--- src/rtl/core/nps_pkg.sv ---
// Shared types and codes for the nearest point search block.
package nps_pkg;

   localparam logic OP_INSERT = 1'b0;
   localparam logic OP_QUERY  = 1'b1;

   typedef enum logic [1:0] {
      STATUS_INSERTED = 2'd0,
      STATUS_FULL     = 2'd1,
      STATUS_FOUND    = 2'd2,
      STATUS_EMPTY    = 2'd3
   } nps_status_type;

   typedef enum logic [1:0] {
      ST_IDLE,
      ST_SCAN,
      ST_DRAIN,
      ST_FINISH
   } nps_state_type;

   // Travels down the distance pipeline next to each point read.
   typedef struct packed {
      logic valid;
      logic first;
      logic last;
   } nps_tag_type;

endpackage

--- src/rtl/core/nps_dist_pipe.sv ---
// Three-stage squared-distance pipeline from a stored point to the query point.
module nps_dist_pipe #(
   parameter int CW    = 16,
   parameter int IDX_W = 7,
   parameter int KEY_W = 34
) (
   input  logic                clock,
   input  logic                reset,
   input  nps_pkg::nps_tag_type issue_tag,
   input  logic [IDX_W-1:0]    issue_idx,
   input  logic [3*CW-1:0]     rd_data,
   input  logic [CW-1:0]       query_x,
   input  logic [CW-1:0]       query_y,
   input  logic [CW-1:0]       query_z,
   output nps_pkg::nps_tag_type out_tag,
   output logic [IDX_W-1:0]    out_idx,
   output logic [3*CW-1:0]     out_pt,
   output logic [KEY_W-1:0]    out_key
);
   import nps_pkg::*;

   localparam int MAG_W = CW + 1;
   localparam int SUM_W = 2 * CW + 2;

   nps_tag_type       tag1_ff, tag2_ff, tag3_ff, tag4_ff;
   logic [IDX_W-1:0]  idx1_ff, idx2_ff, idx3_ff, idx4_ff;
   logic [3*CW-1:0]   pt2_ff, pt3_ff, pt4_ff;
   logic [MAG_W-1:0]  mag_x_in, mag_y_in, mag_z_in;
   logic [MAG_W-1:0]  mag_x_ff, mag_y_ff, mag_z_ff;
   logic [SUM_W-1:0]  sq_x_in, sq_y_in, sq_z_in;
   logic [SUM_W-1:0]  sq_x_ff, sq_y_ff, sq_z_ff;
   logic [SUM_W-1:0]  sum;
   logic [SUM_W+63:0] sum_ext;
   logic [KEY_W-1:0]  key_in, key4_ff;

   function automatic logic [CW:0] abs_diff(input logic [CW-1:0] a, input logic [CW-1:0] b);
      logic signed [CW:0] d;
      d = $signed({a[CW-1], a}) - $signed({b[CW-1], b});
      return d[CW] ? -d : d;
   endfunction

   always_ff @(posedge clock) begin
      if (reset) begin
         tag1_ff <= '0;
         tag2_ff <= '0;
         tag3_ff <= '0;
         tag4_ff <= '0;
      end else begin
         tag1_ff <= issue_tag;
         tag2_ff <= tag1_ff;
         tag3_ff <= tag2_ff;
         tag4_ff <= tag3_ff;
      end
   end

   // Stage 1: per-axis magnitude of the difference, against the registered read data.
   always_comb begin
      mag_x_in = abs_diff(rd_data[CW-1:0], query_x);
      mag_y_in = abs_diff(rd_data[2*CW-1:CW], query_y);
      mag_z_in = abs_diff(rd_data[3*CW-1:2*CW], query_z);
   end

   // Stage 2: squares.
   always_comb begin
      sq_x_in = mag_x_ff * mag_x_ff;
      sq_y_in = mag_y_ff * mag_y_ff;
      sq_z_in = mag_z_ff * mag_z_ff;
   end

   // Stage 3: sum, saturated to 64 bits so that very wide coordinates tie as they should.
   always_comb begin
      sum     = sq_x_ff + sq_y_ff + sq_z_ff;
      sum_ext = {64'b0, sum};
      key_in  = (|sum_ext[SUM_W+63:64]) ? {KEY_W{1'b1}} : sum_ext[KEY_W-1:0];
   end

   always_ff @(posedge clock) begin
      idx1_ff  <= issue_idx;
      idx2_ff  <= idx1_ff;
      idx3_ff  <= idx2_ff;
      idx4_ff  <= idx3_ff;
      pt2_ff   <= rd_data;
      pt3_ff   <= pt2_ff;
      pt4_ff   <= pt3_ff;
      mag_x_ff <= mag_x_in;
      mag_y_ff <= mag_y_in;
      mag_z_ff <= mag_z_in;
      sq_x_ff  <= sq_x_in;
      sq_y_ff  <= sq_y_in;
      sq_z_ff  <= sq_z_in;
      key4_ff  <= key_in;
   end

   assign out_tag = tag4_ff;
   assign out_idx = idx4_ff;
   assign out_pt  = pt4_ff;
   assign out_key = key4_ff;

endmodule

--- config.mk ---
export PLATFORM = sky130hd
export DESIGN_NAME = nps_dist_pipe
export DESIGN_NICKNAME = d
export VERILOG_FILES = /design/src/rtl/core/nps_pkg.sv /design/src/rtl/core/nps_dist_pipe.sv
export SDC_FILE = /design/constraint.sdc
export NUM_CORES = 2
export LEC_CHECK = 0
export ABC_AREA = 1
export BUFFER_PORTS_ARGS = -buffer_cell sky130_fd_sc_hd__clkbuf_2
export CAP_MARGIN = 25
export CELL_PAD_IN_SITES_DETAIL_PLACEMENT = 1
export CELL_PAD_IN_SITES_GLOBAL_PLACEMENT = 1
export CORE_MARGIN = 2
export CORE_UTILIZATION = 25
export CTS_BUF_LIST = sky130_fd_sc_hd__clkbuf_4
export DETAILED_ROUTE_END_ITERATION = 10
export GPL_TIMING_DRIVEN = 0
export PLACE_DENSITY_LB_ADDON = 0.1
export SLEW_MARGIN = 0
export SYNTH_ARGS = -nofsm -noshare
export SYNTH_HDL_FRONTEND = slang
export SYNTH_SLANG_ARGS = --single-unit
--- constraint.sdc ---
create_clock -name clock -period 13.5 [get_ports clock]
set_input_delay 3.375 -clock clock [delete_from_list [all_inputs] [get_ports clock]]
set_output_delay 3.375 -clock clock [all_outputs]
set_load 0.005 [all_outputs]
# Word-level counts from Yosys, hierarchy flattened
# Index checks and enable logic that the tools add are counted.
# classes
n_mul	3
n_addsub	8
muxes	3
# ops
operator	n
17-bit by 17-bit multiplier with 34-bit output	3
34-bit adder	2
17-bit negator	3
16-bit by 16-bit subtractor with 17-bit output	3
16-bit 2-to-1 mux	3
# word_totals
register_bits	371
elab_cells	43
in_bits	108
output_inout_bits	92

# Logic depth before layout (Yosys ltp)
# depth
word_depth	3
mapped_depth	27
depth_no_buf	25

# Least setup slack after synthesis
# OpenSTA, ideal clock, no wires.
# synth_timing
kind	flip-flop to flip-flop
start	register mag_x_ff[7]
end	register sq_x_ff[33]
n_path_buf	2
arrival_ns	5.347
setup_ns	0.113
path_stages_with_launch	23
required_time_ns	13.387
synth_period_minus_slack_ns	5.460
setup_slack_ns	8.040
path_cell_list	dfxtp_1 > clkbuf_1 > clkbuf_1 > nand2_1 > fa_1 > inv_1 > fa_1 > inv_1 > fa_1 > inv_1 > fa_1 > fa_1 > inv_1 > fa_1 > inv_1 > ha_1 > nand2_1 > nor2_1 > nand2_1 > o21ai_0 > nand4_1 > nand3b_1 > nand2_1
# synth_between
elab_chain_len	1
# synth_lines
item	line	source
start, declared	nps_dist_pipe.sv:29	logic [MAG_W-1:0] mag_x_ff, mag_y_ff, mag_z_ff;
start signal, assigned	nps_dist_pipe.sv:85	mag_x_ff <= mag_x_in;
17-bit by 17-bit multiplier with 34-bit output	nps_dist_pipe.sv:65	sq_x_in = mag_x_ff * mag_x_ff;
named net sq_x_in[33]	nps_dist_pipe.sv:30	logic [SUM_W-1:0] sq_x_in, sq_y_in, sq_z_in;
end signal, assigned	nps_dist_pipe.sv:88	sq_x_ff <= sq_x_in;
end, declared	nps_dist_pipe.sv:31	logic [SUM_W-1:0] sq_x_ff, sq_y_ff, sq_z_ff;
# The timed path passes the listed nets, and every way through them passes these cells.
# A chain may end at the register's enable or synchronous reset.

# Worst setup path after layout
# layout_timing
start	register mag_x_ff[4]
end	register sq_x_ff[27]
# The elaborated chain is that of the path after synthesis.

==> flow_summary.toml <==
[finish]
layout.cells.most_common = "inv_1"
layout_common_cells = "inv_1 (1317), nand2_1 (1053), fa_1 (606)"
layout.nets = 6332
fill_count = 19013
syn_to_final_growth_pct = 12.5
final_layout_size_suffix_gt1_frac = 0.0835

[worst_setup_path]
cp.buffers_inverters = 6
critical_path.cell_chain = "clkbuf_1 > clkbuf_1 > nand2_1 > fa_1 > fa_1 > inv_1 > fa_1 > fa_1 > fa_1 > inv_1 > fa_1 > inv_1 > ha_1 > nand2_1 > inv_1 > nand2_1 > nor3_1 > nand4_1 > nand3_1 > a21oi_1 > xnor2_1"
critPathMaxFanout = 10
critical_path.most_common_cell = "fa_1"
crit_path_max_incr_delay_ns = 0.68
timing.critical_path.from_type = "register"
cp_slowest_cell = "clkbuf_1"
r2r_slack_ns = 6.37
crit_required_ns = 14.49
path_depth = 21
reg2regPathDepth = 21
worst-setup-path-type = "reg -> reg"
worstSetupEndpointType = "register"
critical-path-top-delay-family = "adder cells"
timing.critical_path.arrival_ns = 8.12

[sta]
final_min_period_over_clock_period = 0.528
grt_setup_unrepaired = "false"
setup_viol_count_final = 0
hold-worst-slack_ns = 0.315
hold_violations = 0
layout_setup_ws_ns = 6.37
timing_limited_maximum_frequency_mhz = 140
final.min_clock_period_ns = 7.13
maxSlewHeadroom = 0.388
setup_total_negative_slack_ns = 0
slew_viol_final = 0
max_slew.worst_pin.slew_ns = 0.918
clock-skew-final_ns = 0.0803

[clock_tree]
clock_insertion_delay_worst_skew_ns = 1.10
number_of_buffers_added_by_the_clock_tree_synthesis_step = 109
cts.sinks = 368
cts.hold.buffers_added = 0
worst_setup_hold_path_clk_slew_ns = 0.07
cts_repair_resize_count = 0
clock_tree.buffer_depth = 3
clock-root-buffer = "clkbuf_4"
tritoncts_clock_tree = "yes"
postCtsSetupBuffers = 0
h_tree_levels = 3

[routing]
first_pass_iters = 5
wire_per_inst_um = 17.1
drt-initial-drc-count = 910
remaining_drc_errors = 0
via_per_inst = 4.15
finalWirelength_um = 126000
detailroute.via_count = 30593
route.antenna.remaining_nets = 0

[yosys]
synth_largest_type_area_fraction = 0.304
share_of_synthesized_area_occupied_by_flip_flops_and_latches = 0.185
ys_types = 43
synth-seq-cells = 368
syn-instance-count = 4899
ys.warnings.count = 0
synth_top_cell_by_area = "fa_1"
syn-mean-instance-area_um2 = 8.15
post_synth_instance_area_um2 = 39900
yosys-top-cells-area = "fa_1 (30%), dfxtp_1 (18%), ha_1 (13%)"

[floorplan]
height_of_the_die_um = 404
initial_core_util = 0.252
floorplan.die.width_um = 404
fp.dieArea_um2 = 163000
num_io_pins = 200
number_of_rows_created_at_floorplan = 146
core_area_um2 = 158000

[grt]
grt_pass1_vias = 34609
wire_length_of_the_first_global_routing_pass_um = 199000
pin_count_of_the_biggest_net_entering_global_routing = 19
grt.overflow.total = 0
track_usage = 0.159
grt_antenna_before_repair = 8

[run_status]
run_status = "complete, no violations"

[job]
max_cap_violation_count = 0

[worst_hold_path]
holdPathStages = 0
hp-class = "reg -> reg"

[placed_design]
dp_hpwl_um = 109000
port-buffer-count = 199
pre_cts_slack_ns = 6.11
gp_congestion = 0.815
## metal layers
layer / wire length (µm) / vias up / track usage
met5: 0 / - / 0
met4: 2380 / 0 / 0.0389
met3: 3790 / 127 / 0.0210
met2: 59000 / 352 / 0.268
met1: 60600 / 14979 / 0.214
li1: - / 15135 / -
## cell type report
class,count,area (µm²),share of cell area
multi-input cells,3101,27200,0.605
flip-flops and latches,368,7370,0.164
inverters,1320,4950,0.110
well taps,2072,2590,0.0577
clock buffers,152,1140,0.0254
repair buffers,199,996,0.0222
plain buffers,112,443,0.00986
clock inverters,44,235,0.00524
diodes,6,15.0,0.000334
## logic make-up after synthesis
kind of cell               count (synthesis)  synth area share
AOI/OAI and AO/OA                        382            0.0523
and+or+nand+nor                         1526             0.157
xor gates and xnor gates                 177            0.0390
other                                      1         0.0000940
adders and majority gates               1013             0.432
DFF                                      368             0.185
buffers and inverters                   1432             0.135
## sequential cells by signal (all words and copies together) (netlist names), 17 cells and up
name and flops:
out_key 34, pt2_ff 48, sq_y_ff 33, mag_x_ff 17, mag_y_ff 17, sq_x_ff 33
sq_z_ff 33, out_pt 48, mag_z_ff 17, pt3_ff 48
## stage by stage
step,cell area (µm²),instances,utilization
after floorplan,39900,4901,-
after global placement,43500,7172,0.275
after detailed placement,43500,7172,0.275
after CTS,44900,7368,0.283
after global routing,44900,7370,0.283
final,44900,7374,0.284
## final timing paths
path / startpoint / to
setup / recovery: mag_x_ff[4] / sq_x_ff[27]
hold / removal: pt3_ff[18] / out_pt[18]
setup reg to reg: mag_x_ff[4] / sq_x_ff[27]
hold reg to reg: pt3_ff[18] / out_pt[18]
## synthesized netlist by cell type (all sizes together)
cell type / number
inv: 1320
conb: 1
and2: 7
o211ai: 3
a211oi: 3
a31oi: 6
nand4: 30
clkbuf: 106
a21oi: 209
nor2: 210
a21o: 17
o31ai: 1
nand3b: 4
or2: 6
nand2: 1079
and3: 4
o211a: 2
o21bai: 16
o21ai: 114
xnor2: 62
nor3: 31
ha: 407
dfxtp: 368
fa: 606
nor4: 7
nand3: 148
a21boi: 2
o21a: 6
buf: 6
o31a: 3
xor2: 115
Power is left out: the tool's default activity adds up to more than one toggle a clock period on the data nets, which glitch-free logic cannot reach.
